## config.mk

```make
export PLATFORM = sky130hd
export DESIGN_NAME = http_request_byte_parser_core_flat
export DESIGN_NICKNAME = d
export VERILOG_FILES = /design/src/hw/rtl/hrbp_pkg.sv /design/src/hw/rtl/hrbp_if.sv /design/src/hw/rtl/http_request_byte_parser_core.sv /design/src/hw/rtl/hrbp_in_stage.sv /design/src/hw/rtl/hrbp_tokenizer.sv /design/src/hw/rtl/hrbp_out_stage.sv /design/src/flat_wrapper.sv
export SDC_FILE = /design/constraint.sdc
export NUM_CORES = 1
export LEC_CHECK = 0
export ABC_AREA = 0
export BUFFER_PORTS_ARGS = -buffer_cell sky130_fd_sc_hd__buf_2
export CAP_MARGIN = 15
export CORE_MARGIN = 3
export CORE_UTILIZATION = 30
export DETAILED_ROUTE_END_ITERATION = 10
export PLACE_DENSITY_LB_ADDON = 0.3
export SYNTH_ARGS = -nofsm -noshare
export SYNTH_HDL_FRONTEND = slang
export SYNTH_HIERARCHICAL = 1
export SYNTH_SLANG_ARGS = --single-unit
export TNS_END_PERCENT = 10
```

## constraint.sdc

```tcl
create_clock -name clk -period 8.4 [get_ports clk]
set_input_delay 2.52 -clock clk [delete_from_list [all_inputs] [get_ports clk]]
set_output_delay 2.52 -clock clk [all_outputs]
set_load 0.01 [all_outputs]
```

## src/hw/rtl/hrbp_pkg.sv

```systemverilog
// shared types and constants of the http request byte parser
package hrbp_pkg;

	// character codes seen by the tokenizer
	localparam logic [7:0] CH_SPACE = 8'h20;
	localparam logic [7:0] CH_CR    = 8'h0D;
	localparam logic [7:0] CH_LF    = 8'h0A;
	localparam logic [7:0] CH_COLON = 8'h3A;
	localparam logic [7:0] CH_ZERO  = 8'h30;
	localparam logic [7:0] CH_NINE  = 8'h39;

	// length of the content-length key text
	localparam logic [3:0] CL_LEN = 4'd14;

	// input beat as held in the input register
	typedef struct packed {
		logic [7:0] data_byte;
		logic       new_connection;
	} in_beat_t;

	// result beat as held in the result register
	typedef struct packed {
		logic [7:0]  out_byte;
		logic [2:0]  byte_class;
		logic        header_complete;
		logic        headers_end;
		logic        request_done;
		logic        length_error;
		logic [31:0] body_length;
	} result_t;

	// characters of the content-length key
	function automatic logic [7:0] cl_char(input logic [3:0] pos);
		logic [7:0] ch;
		case (pos)
			4'd0:    ch = 8'h43; // C
			4'd1:    ch = 8'h6F; // o
			4'd2:    ch = 8'h6E; // n
			4'd3:    ch = 8'h74; // t
			4'd4:    ch = 8'h65; // e
			4'd5:    ch = 8'h6E; // n
			4'd6:    ch = 8'h74; // t
			4'd7:    ch = 8'h2D; // -
			4'd8:    ch = 8'h4C; // L
			4'd9:    ch = 8'h65; // e
			4'd10:   ch = 8'h6E; // n
			4'd11:   ch = 8'h67; // g
			4'd12:   ch = 8'h74; // t
			4'd13:   ch = 8'h68; // h
			default: ch = 8'h00;
		endcase
		return ch;
	endfunction

endpackage

```

## src/hw/rtl/hrbp_if.sv

```systemverilog
// byte input and tagged result channel interfaces
interface hrbp_in_if;
	logic       valid;
	logic       ready;
	logic [7:0] data_byte;
	logic       new_connection;

	modport source (output valid, output data_byte, output new_connection, input ready);
	modport sink (input valid, input data_byte, input new_connection, output ready);
endinterface

interface hrbp_out_if;
	logic        valid;
	logic        ready;
	logic [7:0]  out_byte;
	logic [2:0]  byte_class;
	logic        header_complete;
	logic        headers_end;
	logic        request_done;
	logic        length_error;
	logic [31:0] body_length;

	modport source (
		output valid, output out_byte, output byte_class, output header_complete,
		output headers_end, output request_done, output length_error, output body_length,
		input ready
	);
	modport sink (
		input valid, input out_byte, input byte_class, input header_complete,
		input headers_end, input request_done, input length_error, input body_length,
		output ready
	);
endinterface

```

## src/hw/rtl/http_request_byte_parser_core.sv

```systemverilog
// http request byte parser: an accepted beat passes the input register, then the result register
// throughput one byte per cycle while the result sink is ready, limited by the single parser state update
// the input register and the result register each hold one beat under stall
// reset puts the parser in the method phase with an empty line and zero lengths
// a set new_connection bit restarts the parser before its own byte
module http_request_byte_parser_core import hrbp_pkg::*; #(
	parameter int LENGTH_WIDTH = 32
) (
	input  logic       clk,
	input  logic       arst_n,
	hrbp_in_if.sink    in_ch,
	hrbp_out_if.source out_ch
);

	logic     valid_s1;
	in_beat_t beat_s1;
	logic     advance;
	result_t  result;

	// input register
	hrbp_in_stage u_in_stage (
		.clk      (clk),
		.arst_n   (arst_n),
		.in_ch    (in_ch),
		.advance  (advance),
		.valid_s1 (valid_s1),
		.beat_s1  (beat_s1)
	);

	// parser state and classification
	hrbp_tokenizer #(
		.LENGTH_WIDTH (LENGTH_WIDTH)
	) u_tokenizer (
		.clk     (clk),
		.arst_n  (arst_n),
		.beat    (beat_s1),
		.advance (advance),
		.result  (result)
	);

	// result register
	hrbp_out_stage u_out_stage (
		.clk      (clk),
		.arst_n   (arst_n),
		.valid_s1 (valid_s1),
		.result   (result),
		.advance  (advance),
		.out_ch   (out_ch)
	);

endmodule

```

## src/hw/rtl/hrbp_in_stage.sv

```systemverilog
// input register stage of the http request byte parser
module hrbp_in_stage import hrbp_pkg::*; (
	input  logic      clk,
	input  logic      arst_n,
	hrbp_in_if.sink   in_ch,
	input  logic      advance,
	output logic      valid_s1,
	output in_beat_t  beat_s1
);

	logic accept;

	// register is free when empty or when its beat moves on this cycle
	assign in_ch.ready = !valid_s1 || advance;
	assign accept = in_ch.valid && in_ch.ready;

	// occupancy
	always_ff @(posedge clk or negedge arst_n) begin
		if (!arst_n) begin
			valid_s1 <= 1'b0;
		end else if (accept) begin
			valid_s1 <= 1'b1;
		end else if (advance) begin
			valid_s1 <= 1'b0;
		end
	end

	// payload capture
	always_ff @(posedge clk) begin
		if (accept) begin
			beat_s1.data_byte      <= in_ch.data_byte;
			beat_s1.new_connection <= in_ch.new_connection;
		end
	end

endmodule

```

## src/hw/rtl/hrbp_tokenizer.sv

```systemverilog
// parser state and per-byte classification logic
module hrbp_tokenizer import hrbp_pkg::*; #(
	parameter int LENGTH_WIDTH = 32
) (
	input  logic     clk,
	input  logic     arst_n,
	input  in_beat_t beat,
	input  logic     advance,
	output result_t  result
);

	localparam int LW = LENGTH_WIDTH;
	localparam int SW = (LW > 32) ? LW : 32;
	localparam logic [LW-1:0] LEN_MAX = '1;

	// parse phases
	localparam logic [2:0] PH_METHOD  = 3'd0;
	localparam logic [2:0] PH_PATH    = 3'd1;
	localparam logic [2:0] PH_VERSION = 3'd2;
	localparam logic [2:0] PH_KEY     = 3'd3;
	localparam logic [2:0] PH_VALUE   = 3'd4;
	localparam logic [2:0] PH_BODY    = 3'd5;

	// byte classes
	localparam logic [2:0] CL_DROP    = 3'd0;
	localparam logic [2:0] CL_METHOD  = 3'd1;
	localparam logic [2:0] CL_PATH    = 3'd2;
	localparam logic [2:0] CL_VERSION = 3'd3;
	localparam logic [2:0] CL_KEY     = 3'd4;
	localparam logic [2:0] CL_VALUE   = 3'd5;
	localparam logic [2:0] CL_BODY    = 3'd6;

	// digit scan status
	localparam logic [1:0] DV_NONE = 2'd0;
	localparam logic [1:0] DV_IN   = 2'd1;
	localparam logic [1:0] DV_END  = 2'd2;
	localparam logic [1:0] DV_ERR  = 2'd3;

	logic [2:0]    phase_q, cur_phase, nxt_phase;
	logic          key_ne_q, cur_key_ne, nxt_key_ne;
	logic          val_ne_q, cur_val_ne, nxt_val_ne;
	logic [3:0]    match_pos_q, cur_match_pos, nxt_match_pos;
	logic          match_alive_q, cur_match_alive, nxt_match_alive;
	logic [LW-1:0] acc_q, cur_acc, nxt_acc;
	logic [1:0]    dv_q, cur_dv, nxt_dv;
	logic [LW-1:0] len_q, cur_len, nxt_len;
	logic [LW-1:0] body_q, cur_body, nxt_body;

	logic [7:0]    c;
	logic          is_digit;
	logic [LW+3:0] acc_x10;
	logic          acc_ovf;
	logic [LW-1:0] body_step;
	logic [SW-1:0] len_ext;
	logic [2:0]    cls;
	logic          hc, he, done, lerr;
	logic [31:0]   shown;

	assign c        = beat.data_byte;
	assign is_digit = (c >= CH_ZERO) && (c <= CH_NINE);

	// accumulator times ten plus digit, overflow when it leaves the length width
	assign acc_x10 = (LW+4)'({cur_acc, 3'b000}) + (LW+4)'({cur_acc, 1'b0})
		+ (LW+4)'(c[3:0]);
	assign acc_ovf = |acc_x10[LW+3:LW];

	// saturating body counter step
	assign body_step = (cur_body != LEN_MAX) ? (cur_body + LW'(1)) : cur_body;

	// next state and result for the byte in the input register
	always_comb begin
		// a new connection starts from reset state
		if (beat.new_connection) begin
			cur_phase       = PH_METHOD;
			cur_key_ne      = 1'b0;
			cur_val_ne      = 1'b0;
			cur_match_pos   = 4'd0;
			cur_match_alive = 1'b1;
			cur_acc         = '0;
			cur_dv          = DV_NONE;
			cur_len         = '0;
			cur_body        = '0;
		end else begin
			cur_phase       = phase_q;
			cur_key_ne      = key_ne_q;
			cur_val_ne      = val_ne_q;
			cur_match_pos   = match_pos_q;
			cur_match_alive = match_alive_q;
			cur_acc         = acc_q;
			cur_dv          = dv_q;
			cur_len         = len_q;
			cur_body        = body_q;
		end

		nxt_phase       = cur_phase;
		nxt_key_ne      = cur_key_ne;
		nxt_val_ne      = cur_val_ne;
		nxt_match_pos   = cur_match_pos;
		nxt_match_alive = cur_match_alive;
		nxt_acc         = cur_acc;
		nxt_dv          = cur_dv;
		nxt_len         = cur_len;
		nxt_body        = cur_body;
		cls  = CL_DROP;
		hc   = 1'b0;
		he   = 1'b0;
		done = 1'b0;
		lerr = 1'b0;

		case (cur_phase)
			PH_METHOD: begin
				if (c == CH_SPACE) nxt_phase = PH_PATH;
				else cls = CL_METHOD;
			end
			PH_PATH: begin
				if (c == CH_SPACE) nxt_phase = PH_VERSION;
				else cls = CL_PATH;
			end
			PH_VERSION: begin
				if (c != CH_CR) begin
					if (c == CH_LF) begin
						nxt_phase       = PH_KEY;
						nxt_key_ne      = 1'b0;
						nxt_val_ne      = 1'b0;
						nxt_match_pos   = 4'd0;
						nxt_match_alive = 1'b1;
						nxt_acc         = '0;
						nxt_dv          = DV_NONE;
					end else begin
						cls = CL_VERSION;
					end
				end
			end
			PH_KEY: begin
				if (c != CH_CR) begin
					if (c == CH_LF) begin
						// empty line closes the headers
						if (!cur_key_ne) begin
							he = 1'b1;
							if (cur_len != '0) nxt_phase = PH_BODY;
							else done = 1'b1;
						end
						nxt_key_ne      = 1'b0;
						nxt_val_ne      = 1'b0;
						nxt_match_pos   = 4'd0;
						nxt_match_alive = 1'b1;
						nxt_acc         = '0;
						nxt_dv          = DV_NONE;
					end else if (c == CH_COLON) begin
						nxt_phase = PH_VALUE;
					end else begin
						cls        = CL_KEY;
						nxt_key_ne = 1'b1;
						if (cur_match_alive && (cur_match_pos < CL_LEN)
							&& (c == cl_char(cur_match_pos))) begin
							nxt_match_pos = cur_match_pos + 4'd1;
						end else begin
							nxt_match_alive = 1'b0;
						end
					end
				end
			end
			PH_VALUE: begin
				if (c != CH_CR) begin
					if (c == CH_LF) begin
						hc = 1'b1;
						// content-length line loads the body length
						if (cur_match_alive && (cur_match_pos == CL_LEN)) begin
							nxt_len = cur_acc;
							if ((cur_dv == DV_NONE) || (cur_dv == DV_ERR)) lerr = 1'b1;
						end
						nxt_phase       = PH_KEY;
						nxt_key_ne      = 1'b0;
						nxt_val_ne      = 1'b0;
						nxt_match_pos   = 4'd0;
						nxt_match_alive = 1'b1;
						nxt_acc         = '0;
						nxt_dv          = DV_NONE;
					end else if (cur_val_ne || (c != CH_SPACE)) begin
						cls        = CL_VALUE;
						nxt_val_ne = 1'b1;
						if ((cur_dv == DV_NONE) || (cur_dv == DV_IN)) begin
							if (is_digit) begin
								if (acc_ovf) begin
									nxt_acc = LEN_MAX;
									nxt_dv  = DV_ERR;
								end else begin
									nxt_acc = acc_x10[LW-1:0];
									nxt_dv  = DV_IN;
								end
							end else begin
								nxt_dv = (cur_dv == DV_NONE) ? DV_ERR : DV_END;
							end
						end
					end
				end
			end
			PH_BODY: begin
				cls      = CL_BODY;
				nxt_body = body_step;
				if (body_step >= cur_len) done = 1'b1;
			end
			default: begin
				if (c != CH_SPACE) begin
					nxt_phase = PH_METHOD;
					cls       = CL_METHOD;
				end else begin
					nxt_phase = PH_PATH;
				end
			end
		endcase

		// length shown before any restart, capped to the port width
		len_ext = SW'(nxt_len);
		if (len_ext > SW'(32'hFFFF_FFFF)) shown = 32'hFFFF_FFFF;
		else shown = len_ext[31:0];

		// completed request restarts the parser
		if (done) begin
			nxt_phase       = PH_METHOD;
			nxt_key_ne      = 1'b0;
			nxt_val_ne      = 1'b0;
			nxt_match_pos   = 4'd0;
			nxt_match_alive = 1'b1;
			nxt_acc         = '0;
			nxt_dv          = DV_NONE;
			nxt_len         = '0;
			nxt_body        = '0;
		end
	end

	// result beat
	always_comb begin
		result.out_byte        = c;
		result.byte_class      = cls;
		result.header_complete = hc;
		result.headers_end     = he;
		result.request_done    = done;
		result.length_error    = lerr;
		result.body_length     = shown;
	end

	// parser state update when the beat moves to the result register
	always_ff @(posedge clk or negedge arst_n) begin
		if (!arst_n) begin
			phase_q       <= PH_METHOD;
			key_ne_q      <= 1'b0;
			val_ne_q      <= 1'b0;
			match_pos_q   <= 4'd0;
			match_alive_q <= 1'b1;
			acc_q         <= '0;
			dv_q          <= DV_NONE;
			len_q         <= '0;
			body_q        <= '0;
		end else if (advance) begin
			phase_q       <= nxt_phase;
			key_ne_q      <= nxt_key_ne;
			val_ne_q      <= nxt_val_ne;
			match_pos_q   <= nxt_match_pos;
			match_alive_q <= nxt_match_alive;
			acc_q         <= nxt_acc;
			dv_q          <= nxt_dv;
			len_q         <= nxt_len;
			body_q        <= nxt_body;
		end
	end

endmodule

```

## src/hw/rtl/hrbp_out_stage.sv

```systemverilog
// result register stage of the http request byte parser
module hrbp_out_stage import hrbp_pkg::*; (
	input  logic      clk,
	input  logic      arst_n,
	input  logic      valid_s1,
	input  result_t   result,
	output logic      advance,
	hrbp_out_if.source out_ch
);

	logic    valid_s2;
	result_t result_s2;

	// a beat moves in when the register is empty or being drained
	assign advance = valid_s1 && (!valid_s2 || out_ch.ready);

	// occupancy
	always_ff @(posedge clk or negedge arst_n) begin
		if (!arst_n) begin
			valid_s2 <= 1'b0;
		end else if (advance) begin
			valid_s2 <= 1'b1;
		end else if (out_ch.ready) begin
			valid_s2 <= 1'b0;
		end
	end

	// payload capture
	always_ff @(posedge clk) begin
		if (advance) begin
			result_s2 <= result;
		end
	end

	// output channel
	assign out_ch.valid           = valid_s2;
	assign out_ch.out_byte        = result_s2.out_byte;
	assign out_ch.byte_class      = result_s2.byte_class;
	assign out_ch.header_complete = result_s2.header_complete;
	assign out_ch.headers_end     = result_s2.headers_end;
	assign out_ch.request_done    = result_s2.request_done;
	assign out_ch.length_error    = result_s2.length_error;
	assign out_ch.body_length     = result_s2.body_length;

endmodule

```

## src/flat_wrapper.sv

```systemverilog
// flat-port wrapper written by rule: the top's interface ports become plain ports
module http_request_byte_parser_core_flat import hrbp_pkg::*;
#(
	parameter int LENGTH_WIDTH = 32
)
  (clk, arst_n, in_ch_valid, in_ch_data_byte, in_ch_new_connection, in_ch_ready, out_ch_valid, out_ch_out_byte, out_ch_byte_class, out_ch_header_complete, out_ch_headers_end, out_ch_request_done, out_ch_length_error, out_ch_body_length, out_ch_ready);
  hrbp_in_if in_ch_i ();
  hrbp_out_if out_ch_i ();
  input  logic clk;
  input  logic arst_n;
  input wire logic [$bits(in_ch_i.valid)-1:0] in_ch_valid;
  input wire logic [$bits(in_ch_i.data_byte)-1:0] in_ch_data_byte;
  input wire logic [$bits(in_ch_i.new_connection)-1:0] in_ch_new_connection;
  output wire logic [$bits(in_ch_i.ready)-1:0] in_ch_ready;
  output wire logic [$bits(out_ch_i.valid)-1:0] out_ch_valid;
  output wire logic [$bits(out_ch_i.out_byte)-1:0] out_ch_out_byte;
  output wire logic [$bits(out_ch_i.byte_class)-1:0] out_ch_byte_class;
  output wire logic [$bits(out_ch_i.header_complete)-1:0] out_ch_header_complete;
  output wire logic [$bits(out_ch_i.headers_end)-1:0] out_ch_headers_end;
  output wire logic [$bits(out_ch_i.request_done)-1:0] out_ch_request_done;
  output wire logic [$bits(out_ch_i.length_error)-1:0] out_ch_length_error;
  output wire logic [$bits(out_ch_i.body_length)-1:0] out_ch_body_length;
  input wire logic [$bits(out_ch_i.ready)-1:0] out_ch_ready;
  assign in_ch_i.valid = in_ch_valid;
  assign in_ch_i.data_byte = in_ch_data_byte;
  assign in_ch_i.new_connection = in_ch_new_connection;
  assign in_ch_ready = in_ch_i.ready;
  assign out_ch_valid = out_ch_i.valid;
  assign out_ch_out_byte = out_ch_i.out_byte;
  assign out_ch_byte_class = out_ch_i.byte_class;
  assign out_ch_header_complete = out_ch_i.header_complete;
  assign out_ch_headers_end = out_ch_i.headers_end;
  assign out_ch_request_done = out_ch_i.request_done;
  assign out_ch_length_error = out_ch_i.length_error;
  assign out_ch_body_length = out_ch_i.body_length;
  assign out_ch_i.ready = out_ch_ready;
  http_request_byte_parser_core #(.LENGTH_WIDTH(LENGTH_WIDTH)) u_core (.clk(clk), .arst_n(arst_n), .in_ch(in_ch_i), .out_ch(out_ch_i));
endmodule
```

==> impl_results.md, run 1 <==
* Seq/Total Area, Yosys at 36.4%
* Port bufs at 61
* Slew @ Worst Pin at 1.06 ns
* Std-Cell Core Area at 0.0399 mm²
* Antenna Nets Post-Route at 0
* Worst EP required at 8.75 ns
* Dominant cell type by area after synthesis: dfrtp_1
* Sink Count at 166
* Hold path endpoint: u_core/u_tokenizer/acc_q[24]$_DFFE_PN0P_
* Post-synth top area share at 22.4%
* Setup CP Type: register to register
* Maxcap violations at 0
* CTS tree: yes
* Fin Hold WS at 0.471 ns
* Share of layout cells above drive strength 1 at 9.14%
* Yosys cell types at 75
* Horiz. Die Dim at 207 µm
* RR Endpoint: u_core/u_tokenizer/acc_q[13]$_DFFE_PN0P_
* Commonest register cell after synthesis: dfrtp_1
* Clock Latency Late Sink at 0.44 ns
* Final Hold Fails at 0
* Ys async rst share at 66.3%
* Worst IR Drop VDD at 0.155 mV
* Hold Startpoint: u_core/u_tokenizer/acc_q[24]$_DFFE_PN0P_
* Worst Setup End Kind: register
* GRT Residual Overflow at 0
* Post-DR vias/cell at 5.54
* Starting density of the core at 30.5%
* Power per standard cell area at 138 mW/mm²
* Die area at 0.0430 mm²
* Hold-critical path depth at 2
* Largest cells by area after synthesis: dfrtp_1 22%, edfxtp_1 14%, ha_1 10%
* Die height at 207 µm
* Final setup TNS at 0 ns
* DRC Markers at 0
* Most numerous cell in the Yosys netlist: nand2_1
* TritonCTS Buffers at 17
* Vias at 10.7k
* Mapped Area at 0.0122 mm²
* Total power at 1.85 mW
* Largest net degree at the start of global routing at 69
* Slew headroom at 28.7%
* DR top layer: met4
* Synth-to-Final Area Change at 9.99%
* Placed instance area at 0.0128 mm²
* Critical Path Source: u_core/u_in_stage/beat_s1[0]$_DFFE_PP_
* Drt initial violations at 843
* Fin crit share at 78.9%
* Status: completed
* Drt wl/cell at 19.1 µm
* Global Route Usage Sum at 17.0%
* DRT Pass-1 Iters at 5
* Post_cts resized at 0
* Fin area at 0.0134 mm²
* Reg clk slew, reported paths at 0.07 ns
* Routability cong. at 0.867
* # diodes at 0
* Crit path DAT at 6.98 ns
* Detailed placement HPWL at 27.2 mm
* Htree depth at 4
* Number of global-route vias before repair at 10.3k
* R2r worst-path depth at 24
* Commonest cells in the netlist: 195 x nand2_1, 109 x dfrtp_1, 102 x ha_1
* YS warnings at 6
* Syn nets at 1,514
* EDFF count, synth at 56
* CP startpoint kind: register
* Hold WC Path Type: register to register
* I/O Pins at 62
* Final nets at 1,515
* Worst reg2reg startpoint: u_core/u_in_stage/beat_s1[0]$_DFFE_PP_
* Initial antenna violation count at 0
* RSZ-0062 raised after global routing: no
* Leakage at 6.03 nW
* Fin. max-slew vios at 0
* Fmax at 0.151 GHz
* Met2 WL at 17.2 mm
* DRT Wirelength at 37.1 mm
* Metal3 WL at 1.85 mm
* Crit-path max FO at 42
* Gate Count Post-Synth at 1,398
* Min Tclk post-route at 6.63 ns
* Syn avg cell area at 8.71 µm²
* Site Rows at 73
* Post-CTS Hold Buffers at 0
* Clock Skews at 0.0133 ns
* CTS root buffer: clkbuf_16
* Post-CTS Setup Bufs at 0
* Finished Core Util at 33.5%
* FF-to-FF setup slack at 1.77 ns
* # fillers at 4,080
* First-pass GRT wire length at 59.2 mm
* FF+latch count, synth at 166
* Clk buf depth at 2
* M1 wire length at 17.0 mm
* Final setup viols at 0
## critical path: stages (launching register included)
cell	delay [ns]
edfxtp_1	0.35
buf_4	0.34
nor2b_1	0.14
ha_1	0.24
and3_1	0.19
nand4_1	0.16
nor4_2	0.12
nor4_2	0.60
nand3_1	0.28
nor3_1	0.40
nand2_1	0.12
xnor2_1	0.20
ha_1	0.28
a21o_1	0.19
a21oi_1	0.14
o21ai_0	0.10
a21oi_1	0.16
a31oi_1	0.13
nor4_1	0.26
nor2b_1	0.16
buf_4	0.20
inv_2	0.35
o41ai_1	1.04
a21oi_1	0.14
o21ai_0	0.22
## state kept, by name, summed over array words and instances (netlist names), 2 cells and up
| signal | flops |
|---|---|
| u_core/u_in_stage/beat_s1 | 9 |
| u_core/u_out_stage/out_ch.out_byte | 8 |
| u_core/u_tokenizer/dv_q | 2 |
| u_core/u_tokenizer/phase_q | 3 |
| u_core/u_tokenizer/match_pos_q | 4 |
| u_core/u_tokenizer/len_q | 32 |
| u_core/u_tokenizer/acc_q | 32 |
| u_core/u_out_stage/out_ch.byte_class | 3 |
| u_core/u_out_stage/out_ch.body_length | 32 |
| u_core/u_tokenizer/body_q | 32 |
## power breakdown
part | internal [mW] | switching (mW) | leakage (nW) | total [mW]
Clock | 0.419 | 0.354 | 0.273 | 0.774
Sequential | 0.870 | 0.0137 | 2.08 | 0.883
Combinational | 0.0524 | 0.139 | 3.68 | 0.191
## metrics by stage
step | setup WS (ns) | std cells
floorplan | 1.72 | 1398
global placement | 2.04 | 1905
CTS | 1.88 | 1936
finish | 1.77 | 1936
detailed placement | 1.89 | 1905
global route | 1.23 | 1936
## cell usage in the layout, fill, tap and decap left out, types with 4 or more instances in the layout
master,instances
mux2i_1,32
ha_1,102
or3_1,9
a22o_1,19
dfrtp_1,109
xnor2_1,35
nor2_1,99
buf_4,15
nand4_1,22
xor2_1,23
o221ai_1,11
buf_2,60
clkbuf_16,17
and2_1,8
nand2_1,195
nor3_1,31
nor2b_1,23
o2bb2ai_1,42
a32oi_1,4
a211oi_1,5
edfxtp_1,56
nor4_1,15
inv_6,5
a21o_1,29
o211ai_1,14
or4_1,4
o22ai_1,7
nand3_1,53
and3_1,12
inv_1,57
o21ai_0,94
nand2b_1,16
a21oi_1,87
mux2_2,4
a31oi_1,12
o31ai_1,8
o21a_1,7
## final cells by class
class | count | area (µm²) | area share [%]
sequential | 166 | 4440 | 33.1
clock inverter | 13 | 123 | 0.916
inverter | 59 | 221 | 1.65
clock buffer | 18 | 439 | 3.28
tap | 525 | 657 | 4.91
multi-input combinational | 1080 | 7100 | 53.0
timing repair buffer | 75 | 413 | 3.08
## kinds of logic after synthesis
group	count (synthesis)	share of synthesized area, %
fa+ha+maj	103	10.6
xor+xnor	58	4.17
compound gates	372	20.3
mux	36	3.00
simple gates	511	20.1
flops	166	36.4
buf+inv	152	5.34
## layer usage
metal | vias to the layer above | global-route usage [%]
met3 | 55 | 2.10
met1 | 5212 | 23.4
met2 | 368 | 27.9
met4 | 0 | 5.43
li1 | 5092 | -
met5 | - | 0
## how the worst max path moves through the flow
stage	slack, ns	end	cells past startpoint
5_1_grt	1.23	u_core/u_tokenizer/acc_q[13]$_DFFE_PN0P_	24
4_1_cts	1.88	u_core/u_tokenizer/acc_q[13]$_DFFE_PN0P_	24
3_3_place_gp	2.04	u_core/u_tokenizer/acc_q[5]$_DFFE_PN0P_	24
2_1_floorplan	1.72	in_ch_ready	3
3_5_place_dp	1.89	u_core/u_tokenizer/acc_q[13]$_DFFE_PN0P_	24
6_report	1.77	u_core/u_tokenizer/acc_q[13]$_DFFE_PN0P_	24
Note: power is estimated with default switching activity, not from simulation.
==> run 2, diff against run 1 <==
==> constraint.sdc (replaced) <==
create_clock -name clk -period 6.6 [get_ports clk]
set_input_delay 1.98 -clock clk [delete_from_list [all_inputs] [get_ports clk]]
set_output_delay 1.98 -clock clk [all_outputs]
set_load 0.01 [all_outputs]
==> run 2 against run 1 <==
Effect of this change:
- highest routed layer unchanged
- fmax is 9.4% higher
- largest cell class unchanged
- utilization increased by 0.23 points
- register-to-register slack worse by 1.2 ns
- cell count increased by 0.46%
- routed wire length is 1.4% higher
- worst setup slack worse by 1.2 ns
- critical endpoint is now u_core/u_tokenizer/body_q[27]$_DFFE_PN0P_
- largest power group unchanged
- count of clock-buffer cells in the layout stayed put
- critical path type unchanged
==> impl_results.md, run 2 (synthesis gave the netlist of run 1 again) <==
* Status: completed (unchanged)
* Sequential power share at 47.1% (was 47.8%)
* Drt wl/cell at 19.3 µm (was 19.1 µm)
* Fin. max-slew vios at 0 (unchanged)
* # diodes at 0 (unchanged)
* TritonCTS Buffers at 17 (unchanged)
* Final setup TNS at 0 ns (unchanged)
* Synth-to-Final Area Change at 10.7% (was 9.99%)
* Reg area at 0.00444 mm² (unchanged)
* Sink Count at 166 (unchanged)
* CTS tree: yes (unchanged)
* First-pass GRT wire length at 59.9 mm (was 59.2 mm)
* Final cell count without fillers at 1,945 (was 1,936)
* Routability cong. at 0.890 (was 0.867)
* Leakage at 6.09 nW (was 6.03 nW)
* Clk buf depth at 2 (unchanged)
* Htree depth at 4 (unchanged)
* Share of layout cells above drive strength 1 at 9.65% (was 9.14%)
* DRT Wirelength at 37.6 mm (was 37.1 mm)
* Multi-input gate area at 0.00710 mm² (about the same)
* Final Hold Fails at 0 (unchanged)
* Total power at 2.39 mW (was 1.85 mW)
* Power per standard cell area at 177 mW/mm² (was 138 mW/mm²)
* Crit-path max FO at 24 (was 42)
* Worst reg2reg startpoint: u_core/u_in_stage/beat_s1[0]$_DFFE_PP_ (unchanged)
* DRT Pass-1 Iters at 5 (unchanged)
* Worst IR Drop VDD at 0.189 mV (was 0.155 mV)
* Fmax at 0.165 GHz (was 0.151 GHz)
* Maxcap violations at 0 (unchanged)
* Placed cells at 1,913 (was 1,905)
* Horiz. Die Dim at 207 µm (unchanged)
* Post-CTS Setup Bufs at 0 (unchanged)
* Crit-path cells: nor2b_1 -> ha_1 -> and3_1 -> nand4_1 -> nor4_2 -> nor4_2 -> nand3_1 -> nor3_1 -> nand2_1 -> xnor2_1 -> ha_1 -> a21o_1 -> a21oi_1 -> o21ai_0 -> a21oi_1 -> a31oi_1 -> nor4_1 -> nor2b_1 -> inv_2 -> nor3_2 -> buf_4 -> a31oi_1 -> a31oi_1 (was buf_4 -> nor2b_1 -> ha_1 -> and3_1 -> nand4_1 -> nor4_2 -> nor4_2 -> nand3_1 -> nor3_1 -> nand2_1 -> xnor2_1 -> ha_1 -> a21o_1 -> a21oi_1 -> o21ai_0 -> a21oi_1 -> a31oi_1 -> nor4_1 -> nor2b_1 -> buf_4 -> inv_2 -> o41ai_1 -> a21oi_1 -> o21ai_0)
* Final nets at 1,523 (was 1,515)
* Hold WC Path Type: register to register (unchanged)
* Most common library cell in the layout ignoring fill and taps: nand2_1 (unchanged)
* Slew headroom at 18.4% (was 28.7%)
* Crit-path max cell delay at 0.62 ns (was 1.04 ns)
* Crit path DAT at 6.41 ns (was 6.98 ns)
* Finished Core Util at 33.8% (was 33.5%)
* Drt initial violations at 1,050 (was 843)
* Setup CP Type: register to register (unchanged)
* Die height at 207 µm (unchanged)
* Post_cts resized at 0 (unchanged)
* Critical path's slowest cell: edfxtp_1 (was o41ai_1)
* Pint at 1.72 mW (was 1.34 mW)
* Antenna Nets Post-Route at 0 (unchanged)
* Largest net degree at the start of global routing at 85 (was 69)
* Worst path bufs/invs at 2 (was 3)
* Std-Cell Core Area at 0.0399 mm² (unchanged)
* Gate power share at 10.4% (about the same)
* Site Rows at 73 (unchanged)
* Slew @ Worst Pin at 1.21 ns (was 1.06 ns)
* Critical Path Source: u_core/u_in_stage/beat_s1[0]$_DFFE_PP_ (unchanged)
* GRT Residual Overflow at 0 (unchanged)
* Fin Hold WS at 0.475 ns (was 0.471 ns)
* Initial antenna violation count at 0 (unchanged)
* Commonest cells after routing, fill and taps aside: 195 x nand2_1, 109 x dfrtp_1, 102 x ha_1, 99 x nor2_1, 94 x o21ai_0 (unchanged)
* Delay-heaviest family, CP: simple AND/OR/NAND/NOR gates (unchanged)
* # fillers at 4,111 (was 4,080)
* CP startpoint kind: register (unchanged)
* Port bufs at 61 (unchanged)
* Clock Skews at 0.0144 ns (was 0.0133 ns)
* CTS root buffer: clkbuf_16 (unchanged)
* Worst path most repeated cell: a31oi_1 (was a21oi_1)
* Hold Startpoint: u_core/u_tokenizer/acc_q[15]$_DFFE_PN0P_ (was u_core/u_tokenizer/acc_q[24]$_DFFE_PN0P_)
* Reg clk slew, reported paths at 0.07 ns (about the same)
* Number of global-route vias before repair at 10.5k (was 10.3k)
* Worst EP required at 6.95 ns (was 8.75 ns)
* Post-CTS Hold Buffers at 0 (unchanged)
* Share of total power in the clock network at 42.5% (was 41.8%)
* I/O Pins at 62 (unchanged)
* Die area at 0.0430 mm² (unchanged)
* Min Tclk post-route at 6.06 ns (was 6.63 ns)
* DRC Markers at 0 (unchanged)
* Starting density of the core at 30.5% (unchanged)
* Global Route Usage Sum at 17.2% (was 17.0%)
* Clock Latency Late Sink at 0.44 ns (about the same)
* Worst Setup End Kind: register (unchanged)
* Net Sw Power at 0.673 mW (was 0.507 mW)
* Fin crit share at 91.8% (was 78.9%)
* RSZ-0062 raised after global routing: no (unchanged)
* Final setup viols at 0 (unchanged)
* Post-DR vias/cell at 5.51 (was 5.54)
* Detailed placement HPWL at 27.8 mm (was 27.2 mm)
* Vias at 10.7k (about the same)
* Sw frac at 28.2% (was 27.4%)
run 2: changes by cell type in the layout (fill, tap and decap cells not counted):
cell        change
buf_12          +1
buf_4           +7
clkbuf_1        +1
clkbuf_8        -1
clkinv_1        -1
clkinv_2        -1
clkinv_8        +1
clkinvlp_4      -2
inv_6           +2
inv_8           +2
nor3_1          +1
nor3_2          -1
run 2: layout make-up:
class | instances | share of cell area, %
Sequential cell | 166 | 32.9
Clock buffer | 18 | 3.18
Timing Repair Buffer | 83 | 3.60
Tap cell | 525 | 4.87
Clock inverter | 14 | 1.15
Multi-Input combinational cell | 1080 | 52.6
Inverter | 59 | 1.64
run 2: worst paths after layout:
path                                                              to  slack, ns  depth (start not counted)
max reg2reg                u_core/u_tokenizer/body_q[27]$_DFFE_PN0P_       0.54                         23
min in group asynchronous    u_core/u_tokenizer/len_q[1]$_DFFE_PN0P_       1.65                          1
min reg2reg                 u_core/u_tokenizer/acc_q[15]$_DFFE_PN0P_       0.47                          2
min                         u_core/u_tokenizer/acc_q[15]$_DFFE_PN0P_       0.47                          2
max                        u_core/u_tokenizer/body_q[27]$_DFFE_PN0P_       0.54                         23
max in group asynchronous   u_core/u_tokenizer/len_q[16]$_DFFE_PN0P_       3.64                          2
run 2: power by group through the flow:
stage               combinational (mW)  sequential, mW  clock (mW)
floorplan                        0.138            1.15           0
global placement                 0.248            1.15           0
detailed placement               0.249            1.15           0
CTS                              0.250            1.13        1.04
global route                     0.273            1.13        1.08
finish                           0.249            1.13        1.02
run 2: worst min-delay path: stages, from the launching register on:
cell and delay, ns:
dfrtp_1 0.34, nand2_1 0.05, nand2_1 0.05
run 2: routing by layer:
layer	global-route usage [%]	routed length, µm	up-vias
met1	23.9	16900	5209
met2	28.6	18000	354
met5	0	0	-
met3	2.10	2080	39
met4	4.10	597	0
li1	-	-	5117
run 2: per-stage QoR:
stage / instance area [µm²] / setup WS (ns)
3_5_place_dp: 12900 / 0.631
5_1_grt: 13500 / 0.00721
6_report: 13500 / 0.542
4_1_cts: 13500 / 0.587
3_3_place_gp: 12900 / 0.821
2_1_floorplan: 12200 / 0.708
